File: config.mk
export PLATFORM = sky130hd
export DESIGN_NAME = lxkc_ctrl
export DESIGN_NICKNAME = d
export VERILOG_FILES = /design/src/hw/rtl/lxkc_pkg.sv /design/src/hw/rtl/lxkc_ctrl.sv
export SDC_FILE = /design/constraint.sdc
export NUM_CORES = 1
export LEC_CHECK = 0
export ABC_AREA = 0
export BUFFER_PORTS_ARGS = -buffer_cell sky130_fd_sc_hd__clkbuf_2
export CAP_MARGIN = 20
export CORE_MARGIN = 3
export CORE_UTILIZATION = 30
export CTS_BUF_LIST = sky130_fd_sc_hd__clkbuf_8
export DETAILED_ROUTE_END_ITERATION = 10
export GPL_TIMING_DRIVEN = 0
export SLEW_MARGIN = 40
export SYNTH_ARGS = -nofsm -noshare
export SYNTH_HDL_FRONTEND = slang
export SYNTH_SLANG_ARGS = --single-unit
File: constraint.sdc
create_clock -name clock -period 4.1 [get_ports clock]
set_input_delay 0.82 -clock clock [delete_from_list [all_inputs] [get_ports clock]]
set_output_delay 0.82 -clock clock [all_outputs]
set_load 0.01 [all_outputs]
File: src/hw/rtl/lxkc_pkg.sv
// lxkc_pkg: shared types and constants for the lagged-XOR keystream cipher.
// No dependencies.
package lxkc_pkg;
   localparam int unsigned WORD_W = 32;
   localparam logic [31:0] LCG_MUL = 32'h5D588B65;
   localparam logic [31:0] HI_MASK = 32'hFF800000;
   localparam logic [31:0] LO_MASK = 32'h007FFFFF;

   typedef enum logic {
      CMD_REBUILD = 1'b0,
      CMD_CRYPT   = 1'b1
   } cmd_type;

   typedef enum logic [2:0] {
      OP_NONE,
      OP_LCG,
      OP_REC,
      OP_MIX,
      OP_CRYPT
   } op_type;

   typedef struct packed {
      op_type      op;
      logic [9:0]  idx;
      logic        first;
      logic [1:0]  ph;
   } dp_cmd_type;
endpackage

File: src/hw/rtl/lxkc_ctrl.sv
// lxkc_ctrl: sequencer for rebuild, mix passes and crypt items.
// Depends on lxkc_pkg.
module lxkc_ctrl #(
   parameter int unsigned TABLE_WORDS = 521
) (
   input  logic                  clock,
   input  logic                  reset,
   input  logic                  start,
   input  lxkc_pkg::cmd_type     command,
   output lxkc_pkg::dp_cmd_type  dcmd,
   output logic                  busy,
   output logic                  done
);
   typedef enum logic [2:0] {
      S_IDLE, S_LCG, S_FIX, S_REC, S_MIX, S_CRYPT
   } state_type;

   state_type   state_ff;
   logic [9:0]  idx_ff, pos_ff;
   logic [5:0]  bit_ff;
   logic [1:0]  ph_ff, mixes_ff;
   logic        crypt_ff;

   always_comb begin
      dcmd.op = lxkc_pkg::OP_NONE;
      dcmd.idx = idx_ff;
      dcmd.first = 1'b0;
      dcmd.ph = ph_ff;
      unique case (state_ff)
         S_LCG: begin
            dcmd.op = lxkc_pkg::OP_LCG;
            dcmd.first = 1'b1;
         end
         S_FIX: dcmd.first = 1'b1;
         S_REC: dcmd.op = lxkc_pkg::OP_REC;
         S_MIX: dcmd.op = lxkc_pkg::OP_MIX;
         S_CRYPT: dcmd.op = lxkc_pkg::OP_CRYPT;
         default: ;
      endcase
   end
   assign busy = (state_ff != S_IDLE);

   always_ff @(posedge clock) begin
      if (reset) begin
         state_ff <= S_IDLE;
         pos_ff <= 10'(TABLE_WORDS - 1);
         done <= 1'b0;
         idx_ff <= '0;
         ph_ff <= '0;
         bit_ff <= '0;
         mixes_ff <= '0;
         crypt_ff <= 1'b0;
      end else begin
         done <= 1'b0;
         ph_ff <= ph_ff + 2'd1;
         unique case (state_ff)
            S_IDLE: begin
               ph_ff <= '0;
               if (start) begin
                  if (command == lxkc_pkg::CMD_REBUILD) begin
                     state_ff <= S_LCG;
                     idx_ff <= '0;
                     bit_ff <= '0;
                     crypt_ff <= 1'b0;
                  end else if (pos_ff == 10'(TABLE_WORDS - 1)) begin
                     state_ff <= S_MIX;
                     idx_ff <= '0;
                     mixes_ff <= 2'd2;
                     crypt_ff <= 1'b1;
                     pos_ff <= '0;
                  end else begin
                     state_ff <= S_CRYPT;
                     pos_ff <= pos_ff + 10'd1;
                     idx_ff <= pos_ff + 10'd1;
                  end
               end
            end
            S_LCG: if (ph_ff == 2'd1) begin
               bit_ff <= bit_ff + 6'd1;
               if (bit_ff != 6'd31) ph_ff <= '0;
            end else if (ph_ff == 2'd3) begin
               bit_ff <= '0;
               ph_ff <= '0;
               if (idx_ff == 10'd16) state_ff <= S_FIX;
               else idx_ff <= idx_ff + 10'd1;
            end
            S_FIX: if (ph_ff == 2'd3) begin
               state_ff <= S_REC;
               idx_ff <= 10'd17;
            end
            S_REC: if (ph_ff == 2'd3) begin
               if (idx_ff == 10'(TABLE_WORDS - 1)) begin
                  state_ff <= S_MIX;
                  idx_ff <= '0;
                  mixes_ff <= '0;
               end else idx_ff <= idx_ff + 10'd1;
            end
            S_MIX: if (ph_ff == 2'd3) begin
               if (idx_ff == 10'(TABLE_WORDS - 1)) begin
                  idx_ff <= '0;
                  if (mixes_ff == 2'd2) begin
                     if (crypt_ff) state_ff <= S_CRYPT;
                     else begin
                        state_ff <= S_IDLE;
                        pos_ff <= 10'(TABLE_WORDS - 1);
                        done <= 1'b1;
                     end
                  end else mixes_ff <= mixes_ff + 2'd1;
               end else idx_ff <= idx_ff + 10'd1;
            end
            S_CRYPT: if (ph_ff == 2'd2) begin
               state_ff <= S_IDLE;
               done <= 1'b1;
            end
            default: state_ff <= S_IDLE;
         endcase
      end
   end
endmodule

---- Word level (Yosys, flattened, before mapping) ----
Cells that the tools add are included.
storage, ports and cells
  output and inout port bits .............. 18
  register bits ........................... 35
  logic and storage cells ................. 120
  input bits .............................. 4
operators by class
  add/subtract/negate cells ............... 5
  equality and inequality tests ........... 33
  reduce and logical (&&, ||, !) cells .... 14
  muxes and demuxes ....................... 60
operator list
  cell                   count
  $mux 10                15
  $pmux 10 s4            1
  $mux 3                 13
  $ne 2x2->1 const B     17
  $mux 6                 4
  $mux 2                 11
  $add 10x1->10 const B  2
  $eq 10x10->1 const B   2
  $pmux 10 s2            1
  $pmux 3 s6             1
  $reduce_and 7->1       2
  $pmux 3 s4             1
  $pmux 6 s2             1
  $reduce_and 11->1      1
  $eq 10x5->1 const B    1
  $mux 1                 9
  $reduce_and 9->1       1
  $add 6x1->6 const B    1
  $eq 2x2->1 const B     3
  $eq 3x2->1 const B     2
  $eq 3x3->1 const B     2
  $ne 6x5->1 const B     1
  $pmux 2 s3             1
  $reduce_bool 3->1      2
  13 further kinds       17

---- Longest topological paths before layout ----
Gate-level depths: netlist of run 1.
  depth after elaboration ................. 5
  gate-level depth with buffers ........... 8
  depth with buffers taken out ............ 7

---- Least setup slack after synthesis of run 1 ----
Ideal clock, no wire load.
  path type ............................... register -> register
  start point ............................. register idx_ff[0]
  end point ............................... register state_ff[1]
  path buffers ............................ 0
  setup slack ............................. 1.706 ns
  setup time .............................. 0.123 ns
  clock period less this slack ............ 2.394 ns
  cell stages (with the launch flop) ...... 8
  arrival time ............................ 2.271 ns
  required time ........................... 3.977 ns
  path through ............................ dfxtp_1 inv_1 ha_1 or4b_4 or4_1 a32oi_1 o211a_1 mux2_1
on the way
  longest elaborated chain between the ends .. 3
  elaborated cells between the ends (all ways) .. 6
  those cells by class .................... 5 x eq/ne; 1 x reduce/logical
RTL lines
  item                                                line                                               source
  start, declared                                     lxkc_ctrl.sv:19                                    logic [9:0] idx_ff, pos_ff;
  start signal, assigned                              lxkc_ctrl.sv:74                                    idx_ff <= pos_ff + 10'd1;
  start signal, assigned                              lxkc_ctrl.sv:85                                    else idx_ff <= idx_ff + 10'd1;
  start signal, assigned                              lxkc_ctrl.sv:96                                    end else idx_ff <= idx_ff + 10'd1;
  $eq 10x10->1 / $eq 10x5->1 (equally long branches)  lxkc_ctrl.sv:92, lxkc_ctrl.sv:99, lxkc_ctrl.sv:84
  $ne 2x2->1 (no source line)                         --
  $reduce_and 11->1 (no source line) (*)              --
  end signal, assigned                                lxkc_ctrl.sv:93                                    state_ff <= S_MIX;
  end signal, assigned                                lxkc_ctrl.sv:102                                   if (crypt_ff) state_ff <= S_CRYPT;
  end signal, assigned                                lxkc_ctrl.sv:104                                   state_ff <= S_IDLE;
  end, declared                                       lxkc_ctrl.sv:18                                    state_type state_ff;
Every way passes the cells marked *; elsewhere a longest branch is shown, timed or not.
A chain may end at the register's enable or synchronous reset.

---- Worst setup path in the final report of run 1 ----
  start point ............................. register idx_ff[0]
  end point ............................... register idx_ff[4]
on the way
  longest elaborated chain between the ends .. 5
  elaborated cells between the ends (all ways) .. 11
  those cells by class .................... 1 x add/sub; 3 x eq/ne; 6 x mux; 1 x reduce/logical
RTL lines
  item           line                                                source
  $add 10x1->10  lxkc_ctrl.sv:85, lxkc_ctrl.sv:96, lxkc_ctrl.sv:109
  $mux 10        lxkc_ctrl.sv:84                                     if (idx_ff == 10'd16) state_ff <= S_FIX;
  $mux 10        lxkc_ctrl.sv:81                                     end else if (ph_ff == 2'd3) begin
  $mux 10        lxkc_ctrl.sv:78                                     S_LCG: if (ph_ff == 2'd1) begin
  $pmux 10 s4    lxkc_ctrl.sv:56                                     unique case (state_ff)
Parallel ways exist; a longest one is shown, timed or not. The select of a mux whose other input is x is not followed.

==> results of run 1 <==
-- layout by cell type, fill, tap and decap left out, drive strengths merged, types with 2 or more instances in the layout --
master and n:
o22ai 3, nor2b 4, a311oi 2, a221oi 2
nand3b 7, xnor2 10, a21o 4, and3 2
a211oi 2, o2bb2ai 6, a21oi 23, o21ai 6
mux2i 2, nor4 2, or2 5, o31a 2
buf 3, nand3 11, nand2 22, o21a 3
nor3b 3, nor3 12, o32ai 10, clkbuf 36
a31oi 2, or4b 4, nand4 2, or3 4
dfxtp 35, and2 3, ha 9, nor2 30
xor2 5, inv 13, nand2b 12, or4 2
-- cell type report --
type	count	area [sq um]	share of cell area, %
multi-input combinational	231	1500	57.4
sequential	35	701	26.8
tap	99	124	4.73
timing repair buffer	21	105	4.02
clock buffer	5	68.8	2.63
buffer	13	55.1	2.10
inverter	12	45.0	1.72
clock inverter	3	16.3	0.622
-- worst reg2reg max path: stages, from the launching register on --
cell and delay (ns):
dfxtp_1 0.34, inv_1 0.10, ha_1 0.14, or4b_4 0.50, o32ai_1 0.60, nand2_1 0.38, a2111oi_2 0.39, nor3_1 0.09
-- registers in the layout, summed over array words and instances, names as in the netlist --
name / cells
crypt_ff: 1
idx_ff: 10
mixes_ff: 2
pos_ff: 10
done: 1
state_ff: 3
ph_ff: 2
bit_ff: 6
-- per-layer routing --
| layer | up-vias | global-route usage, % |
|---|---|---|
| met2 | 41 | 24.2 |
| met4 | 0 | 4.81 |
| met3 | 10 | 2.09 |
| met1 | 1058 | 19.8 |
| li1 | 1119 | - |
| met5 | - | 0 |
-- final timing paths --
check | end | slack (ns) | depth (start not counted)
setup / recovery | idx_ff[4]$_SDFFE_PP0P_ | 1.43 | 7
hold / removal | mixes_ff[0]$_SDFFE_PP0P_ | 0.46 | 2
setup reg to reg | idx_ff[4]$_SDFFE_PP0P_ | 1.43 | 7
hold reg to reg | mixes_ff[0]$_SDFFE_PP0P_ | 0.46 | 2
-- cells by family after synthesis --
logic type | Yosys count
mux | 3
simple gates | 129
buf+inv | 25
compound gates | 75
xor+xnor | 15
fa+ha+maj | 9
flops | 35
-- through the flow --
stage                     instance area [sq um]  hold slack [ns]  utilization, %  setup slack (ns)  total power, mW
final                                      2620            0.462            35.7              1.43             1.44
after global routing                       2620            0.500            35.7              1.25             1.55
after CTS                                  2620            0.468            35.7              1.45             1.45
after detailed placement                   2530            0.457            34.5              1.47             1.19
after global placement                     2530            0.445            34.5              1.49             1.19
after floorplan                            2300            0.432               -              1.71            0.989
-- power breakdown --
part / switching (mW) / leakage [nW] / internal, mW / total (mW)
Clock: 0.133 / 0.0453 / 0.116 / 0.249
Sequential: 0.0537 / 0.284 / 0.391 / 0.445
Combinational: 0.459 / 0.613 / 0.285 / 0.744
Total: 0.645 / 0.942 / 0.793 / 1.44
==> results.toml, run 1 <==
[logic_synthesis]
ys_seq_area_share_pct = 30.4
syn-num-nets = 304
synth_compound_area_share_pct = 23.3
syn_inst = 291
synth_top_area_share_pct = 30.4
synthAdderAreaFrac_pct = 4.89
async_reset_ff_share_pct = 0
synth_area_leaders = "dfxtp_1 30%, ha_1 4.9%, nor2_1 4.9%, a21oi_1 4.8%, o32ai_1 3.8%"
netlist_area_sq_um = 2300
yosys_warnings = 0
ys_seq_elements = 35
synth_top_cell_by_area = "dfxtp_1"
yosys_most_used_dff = "dfxtp_1"
synth_top_family_by_area = "simple AND/OR/NAND/NOR gates"
synth_commonest_cells = "35 x dfxtp_1, 30 x nor2_1, 22 x a21oi_1, 22 x nand2_1"
yosysMostFrequentCell = "dfxtp_1"
synth-edff-count = 0
synthXorXnorAreaFrac_pct = 5.71
yosys.area_share.simple_pct = 30.0
synth_area_per_cell_sq_um = 7.91
muxShareOfSynthArea_pct = 1.36
ys_types = 55

[cts]
clkSlewWorstSetupHoldPaths_ns = 0.08
cts_buffers = 5
post_cts_resized = 0
cts_buffer_depth = 2
ctsRootBufferMaster = "clkbuf_8"
h-tree-depth = 2
cts_num_sinks = 35
ctsHoldBuffers = 0
cts_tree = "built"
clkLatencyLatePin_ns = 0.29
postCtsSetupBuffers = 0

[worst_setup_path]
crit_path_end_kind = "flop"
rr_startpoint = "idx_ff[0]$_SDFFE_PP0P_"
crit_slowest_cell = "o32ai_1"
crit_chain = "inv_1 > ha_1 > or4b_4 > o32ai_1 > nand2_1 > a2111oi_2 > nor3_1"
cp-startpoint = "idx_ff[0]$_SDFFE_PP0P_"
critPathTopFamily = "compound AO/OA/AOI/OAI gates"
path_class = "flop to flop"
cp.arrival_ns = 2.82
critPathMaxStageDelay_ns = 0.60
critPathBufInv = 1
required_ns = 4.25
crit_fanout = 9
startpoint_type = "flop"

[hold_path]
min_from = "mixes_ff[0]$_SDFFE_PP0P_"
hp-class = "flop to flop"

[drt]
drt_first_pass_iters = 4
drt_drc_violations_left = 0
drtIter0Drc = 150
routed-wl-met3_um = 257
ant_nets = 0
wl_met2_um = 2780
viasPerCell = 5.32
wl_per_cell_um = 14.5
drt-met1-wl_um = 2940
drt_wl_total_um = 6090
routed.top_layer = "met4"
vias = 2228

[run_status]
status = "complete, no violations"

[grt]
groute.usage.overall_pct = 14.7
antenna_found_initial = 0
grt_start_max_net_pins = 12
grt_overflow = 0
grt_pass1_wl_um = 10300
grt_pass1_vias = 2085

[timing]
worstMarginPinSlew_ns = 0.696
post-route-min-period_ns = 2.67
tns_ns = 0
fin_crit_sh_pct = 65.1
fin_skew_ns = 0.00574
fmax_ghz = 0.375
rsz0062_at_grt = "false"
setup_viol = 0
finalHoldViolCount = 0
slew_headroom_pct = 53.1
maxSlewViolCount = 0

[placed_design]
dp.cells = 411
io_buffers = 21
routabilityCongestion = 0.911
hpwl_um = 4670

[floorplanning]
die_area_sq_um = 8760
std_cell_rows = 31
core_sq_um = 7330
dieHeight_um = 93.6
start_util_pct = 31.4
ioPinCount = 22
fp.dieW_um = 93.6

[finish]
drive_above_1_share_pct = 13.4
num_antenna_cells = 0
syn_to_final_growth_pct = 13.6
fillers = 783
fin_nets = 332
final_cells = 419

[pwr]
cellLeakagePower_nw = 0.942
ir_drop_mv = 0.174
power_density_nw_per_um2 = 550

[run]
cap_viol_max_count = 0
No activity file was read; power rests on OpenSTA's default activity.
==> inputs of run 2 (changes only) <==
--- a/config.mk
+++ b/config.mk
@@ -5,7 +5,7 @@
 export SDC_FILE = /design/constraint.sdc
 export NUM_CORES = 1
 export LEC_CHECK = 0
-export ABC_AREA = 0
+export ABC_AREA = 1
 export BUFFER_PORTS_ARGS = -buffer_cell sky130_fd_sc_hd__clkbuf_2
 export CAP_MARGIN = 20
 export CORE_MARGIN = 3
==> constraint.sdc (replaced) <==
create_clock -name clock -period 2.4 [get_ports clock]
set_input_delay 0.48 -clock clock [delete_from_list [all_inputs] [get_ports clock]]
set_output_delay 0.48 -clock clock [all_outputs]
set_load 0.01 [all_outputs]
==> results.toml, run 2 <==
[run_status]
status = "complete, no violations"

[finish]
largestRegisters = "idx_ff x10, pos_ff x10, bit_ff x6"
seq_area_sq_um = 701
mostFrequentLayoutCell = "nand2_1"
drive_above_1_share_pct = 10.5
fin_nets = 449
fillers = 882
final_cell_mix = "111 x nand2_1, 60 x inv_1, 56 x nor2_1"
num_antenna_cells = 0
multiInputGateArea_sq_um = 1490
syn_to_final_growth_pct = 14.8

[timing]
tns_ns = 0
fmax_ghz = 0.496
fin_skew_ns = 0.0125
setup_viol = 0
post-route-min-period_ns = 2.01
maxSlewViolCount = 0
worstMarginPinSlew_ns = 0.561
rsz0062_at_grt = "false"
slew_headroom_pct = 62.6
fin_crit_sh_pct = 83.9
setup_ws_ns = 0.386
finalHoldViolCount = 0

[cts]
ctsRootBufferMaster = "clkbuf_8"
cts_buffers = 5
cts_tree = "built"
cts_buffer_depth = 2
h-tree-depth = 2
ctsHoldBuffers = 0
postCtsSetupBuffers = 0
post_cts_resized = 0
clkLatencyLatePin_ns = 0.29
cts_num_sinks = 35
clkSlewWorstSetupHoldPaths_ns = 0.09

[logic_synthesis]
synth_area_leaders = "dfxtp_1 28%, nand2_1 17%, inv_1 9.2%, nor2_1 8.5%, nand3_1 8.1%"
ys_seq_elements = 35
async_reset_ff_share_pct = 0
synth-edff-count = 0
syn-num-nets = 422
ys_seq_area_share_pct = 28.5
syn_inst = 409
netlist_area_sq_um = 2460
ys_types = 30
synth_top_cell_by_area = "dfxtp_1"
synth_top_area_share_pct = 28.5
yosys_warnings = 0
synth_commonest_cells = "111 x nand2_1, 60 x inv_1, 56 x nor2_1"
synth_area_per_cell_sq_um = 6.02
yosys_most_used_dff = "dfxtp_1"
yosysMostFrequentCell = "nand2_1"

[drt]
drt_wl_total_um = 6760
viasPerCell = 4.92
drt_first_pass_iters = 5
vias = 2650
drtIter0Drc = 168
ant_nets = 0
wl_per_cell_um = 12.5
drt_drc_violations_left = 0

[run]
cap_viol_max_count = 0

[worst_setup_path]
critPathMaxStageDelay_ns = 0.39
crit_fanout = 7
cp.arrival_ns = 2.26
startpoint_type = "flop"
crit_chain = "inv_1 > ha_1 > nand2_1 > nor2_1 > nand3_1 > o21ai_0 > nand3_1 > and2_1 > nor2_1"
rr_worst_depth = 9
crit_path_end_kind = "flop"
crit_slowest_cell = "o21ai_0"
path_class = "flop to flop"
required_ns = 2.64

[placed_design]
io_buffers = 20
pre_cts_slack_ns = 0.412
hpwl_um = 5080
routabilityCongestion = 0.923

[pwr]
cellLeakagePower_nw = 1.36
ir_drop_mv = 0.410
power_density_nw_per_um2 = 1270

[grt]
grt_overflow = 0
grt_pass1_wl_um = 11100
groute.usage.overall_pct = 15.2
antenna_found_initial = 0
grt_start_max_net_pins = 13
grt_pass1_vias = 2375

[floorplanning]
dieHeight_um = 96.6
fp.dieW_um = 96.6
ioPinCount = 22
std_cell_rows = 32
core_sq_um = 7850
die_area_sq_um = 9330
start_util_pct = 31.4

[hold_path]
min_path_cells = 2
hp-class = "flop to flop"
run 2: routing by layer:
layer | track usage (%) | part of all wire [%]
met1 | 20.1 | 47
met2 | 24.7 | 46
met3 | 3.33 | 5.7
met4 | 4.44 | 1.3
met5 | 0 | 0
run 2: report_power, final:
group	switching (mW)	internal, mW	leakage [nW]
clock	0.245	0.415	0.0644
combinational	1.37	0.681	1.01
sequential	0.157	0.716	0.286
run 2: worst paths after layout:
check / startpoint / end / slack, ns
worst max-delay path: pos_ff[0]$_SDFFE_PP0P_ / mixes_ff[0]$_SDFFE_PP0P_ / 0.39
worst min-delay path: bit_ff[4]$_SDFFE_PP0P_ / bit_ff[4]$_SDFFE_PP0P_ / 0.48
worst max register to register: pos_ff[0]$_SDFFE_PP0P_ / mixes_ff[0]$_SDFFE_PP0P_ / 0.39
worst min register to register: bit_ff[4]$_SDFFE_PP0P_ / bit_ff[4]$_SDFFE_PP0P_ / 0.48
run 2: logic make-up after synthesis:
family,Yosys count,synth area share [%]
XOR/XNOR,4,1.42
adder cells (fa/ha/maj),9,4.58
AND/OR/NAND/NOR,243,44.0
flip-flops,35,28.5
buffers and inverters,67,10.8
AO/OA/AOI/OAI,51,10.7
run 2: critical path, delay by kind of cell (launching register included):
kind                       cells  cell delay [ns]
adders and majority gates      1             0.18
AOI/OAI and AO/OA              1             0.39
and+or+nand+nor                6             0.94
DFF                            1             0.35
buffers and inverters          1             0.11
run 2: final cells by class:
| cell class | instances | area share (%) |
|---|---|---|
| sequential | 35 | 24.8 |
| inverter | 62 | 8.24 |
| tap | 102 | 4.52 |
| timing repair buffer | 20 | 3.54 |
| clock inverter | 3 | 2.39 |
| multi-input combinational | 307 | 52.9 |
| buffer | 5 | 1.20 |
| clock buffer | 5 | 2.44 |
run 2: metrics by stage:
step / hold WS (ns) / cells / total power [mW] / cell area (sq um) / util, %
after floorplan: 0.445 / 409 / 2.37 / 2460 / -
after global placement: 0.463 / 531 / 2.89 / 2690 / 34.3
after detailed placement: 0.465 / 531 / 2.91 / 2690 / 34.3
after CTS: 0.477 / 539 / 3.59 / 2830 / 36.0
after global routing: 0.514 / 539 / 3.94 / 2830 / 36.0
final: 0.477 / 539 / 3.58 / 2830 / 36.0
==> inputs of run 3 (changes only) <==
--- a/config.mk
+++ b/config.mk
@@ -5,7 +5,7 @@
 export SDC_FILE = /design/constraint.sdc
 export NUM_CORES = 1
 export LEC_CHECK = 0
-export ABC_AREA = 1
+export ABC_AREA = 0
 export BUFFER_PORTS_ARGS = -buffer_cell sky130_fd_sc_hd__clkbuf_2
 export CAP_MARGIN = 20
 export CORE_MARGIN = 3
==> constraint.sdc (replaced) <==
create_clock -name clock -period 1.7 [get_ports clock]
set_input_delay 0.34 -clock clock [delete_from_list [all_inputs] [get_ports clock]]
set_output_delay 0.34 -clock clock [all_outputs]
set_load 0.01 [all_outputs]
==> results.toml, run 3 (synthesized netlist as in run 1, its figures left out) <==
[run_status]
status = "finished with violations"
violations = "negative setup slack"

[grt]
grt_overflow = 0
groute.usage.overall_pct = 16.2
grt_pass1_vias = 2263
antenna_found_initial = 0
grt_start_max_net_pins = 12
grt_pass1_wl_um = 11200

[worst_setup_path]
required_ns = 1.89
worst-r2r-setup-slack_ns = -0.66
path_class = "flop to flop"
cp.arrival_ns = 2.55
startpoint_type = "flop"
crit_fanout = 3
crit_path_end_kind = "flop"

[timing]
rsz0062_at_grt = "true"
tns_ns = -13.49
setup_ws_ns = -0.662
fin_hold_ws_ns = 0.391
setup_viol = 35
finalHoldViolCount = 0
post-route-min-period_ns = 2.36
worstMarginPinSlew_ns = 0.714
slew_headroom_pct = 52.4
fin_skew_ns = 0.00885
fmax_ghz = 0.423
maxSlewViolCount = 0
fin_crit_sh_pct = 139

[cts]
clkSlewWorstSetupHoldPaths_ns = 0.08
ctsHoldBuffers = 0
cts_buffers = 5
ctsRootBufferMaster = "clkbuf_8"
cts_num_sinks = 35
clkLatencyLatePin_ns = 0.30
h-tree-depth = 2
cts_tree = "built"
cts_buffer_depth = 2

[floorplanning]
start_util_pct = 31.4
fp.dieW_um = 93.6
dieHeight_um = 93.6
die_area_sq_um = 8760
std_cell_rows = 31
ioPinCount = 22
core_sq_um = 7330

[drt]
ant_nets = 0
vias = 2435
viasPerCell = 5.41
wl_per_cell_um = 16.4
drtIter0Drc = 185
drt_wl_total_um = 7360
drt_first_pass_iters = 5
drt_drc_violations_left = 0

[finish]
drive_above_1_share_pct = 38.7
largestRegisters = "idx_ff x10, pos_ff x10, bit_ff x6"
syn_to_final_growth_pct = 44.3
num_antenna_cells = 0
fin_nets = 363
final_cell_mix = "27 x nor2_1, 27 x dfxtp_1, 24 x buf_4"
fin_area_sq_um = 3320
final_cells = 450

[placed_design]
routabilityCongestion = 0.852
hpwl_um = 4630
io_buffers = 21
dp.cells = 411
placed_area_sq_um = 2580

[pwr]
ir_drop_mv = 0.423
finalPower_mw = 4.79
cellLeakagePower_nw = 1.21
power_density_nw_per_um2 = 1440

[run]
cap_viol_max_count = 0

[hold_path]
hp-class = "primary input to flop"
==> run 3: cell count changes in the layout (fill, tap and decap cells not counted), sizes merged, moves of 12 or more <==
cell / delta
nand2b: +12
nand2: -96
inv: -49
buf: +35
nand3: -31
nor2: -30
==> run 3: stage by stage <==
stage	setup WS (ns)	utilization, %
floorplan	-0.579	-
global placement	-0.895	35.2
detailed placement	-0.875	35.2
CTS	-0.660	42.8
global route	-0.709	45.3
finish	-0.662	45.3
==> run 3: layout make-up <==
cell class | instances | area, sq um
Buffer | 9 | 95.1
Clock buffer | 5 | 68.8
Clock inverter | 3 | 16.3
Fill cell | 700 | 4010
Inverter | 12 | 47.5
Multi-Input combinational cell | 231 | 1840
Sequential cell | 35 | 713
Tap cell | 99 | 124
Timing Repair Buffer | 56 | 418
==> run 3: worst paths after layout <==
path,end,cells after the start,startpoint
max,state_ff[1]$_SDFFE_PP0P_,7,idx_ff[1]$_SDFFE_PP0P_
min,pos_ff[3]$_SDFFE_PP1P_,2,reset
max reg2reg,state_ff[1]$_SDFFE_PP0P_,7,idx_ff[1]$_SDFFE_PP0P_
min reg2reg,mixes_ff[0]$_SDFFE_PP0P_,2,mixes_ff[0]$_SDFFE_PP0P_
==> run 3: routing by layer <==
| layer | GRT usage, % | wire length [um] | vias up |
|---|---|---|---|
| met4 | 6.50 | 207 | 0 |
| met2 | 27.1 | 3590 | 88 |
| met3 | 3.54 | 445 | 20 |
| li1 | - | - | 1181 |
| met1 | 20.1 | 3120 | 1146 |
| met5 | 0 | 0 | - |
==> run 3: what timing repair did <==
action / in CTS / in global routing
resized for setup: 61 / 35
pin swaps: 24 / 22
cloned: 0 / 0
buffers inserted: 29 / 6
endpoints found under the setup margin: 38 / 37
==> run 3: worst max-delay path: stages (launching register included) <==
cell,delay (ns)
dfxtp_2,0.33
inv_2,0.07
ha_4,0.12
or4b_4,0.47
or4_4,0.45
a32oi_4,0.24
o211a_1,0.25
mux2_4,0.31
==> run 3: power by group <==
group          leakage, nW  internal (mW)  switching, mW  total [mW]
combinational        0.877           1.50           1.54        3.04
sequential           0.288          0.955          0.181        1.14
clock               0.0453          0.281          0.330       0.611
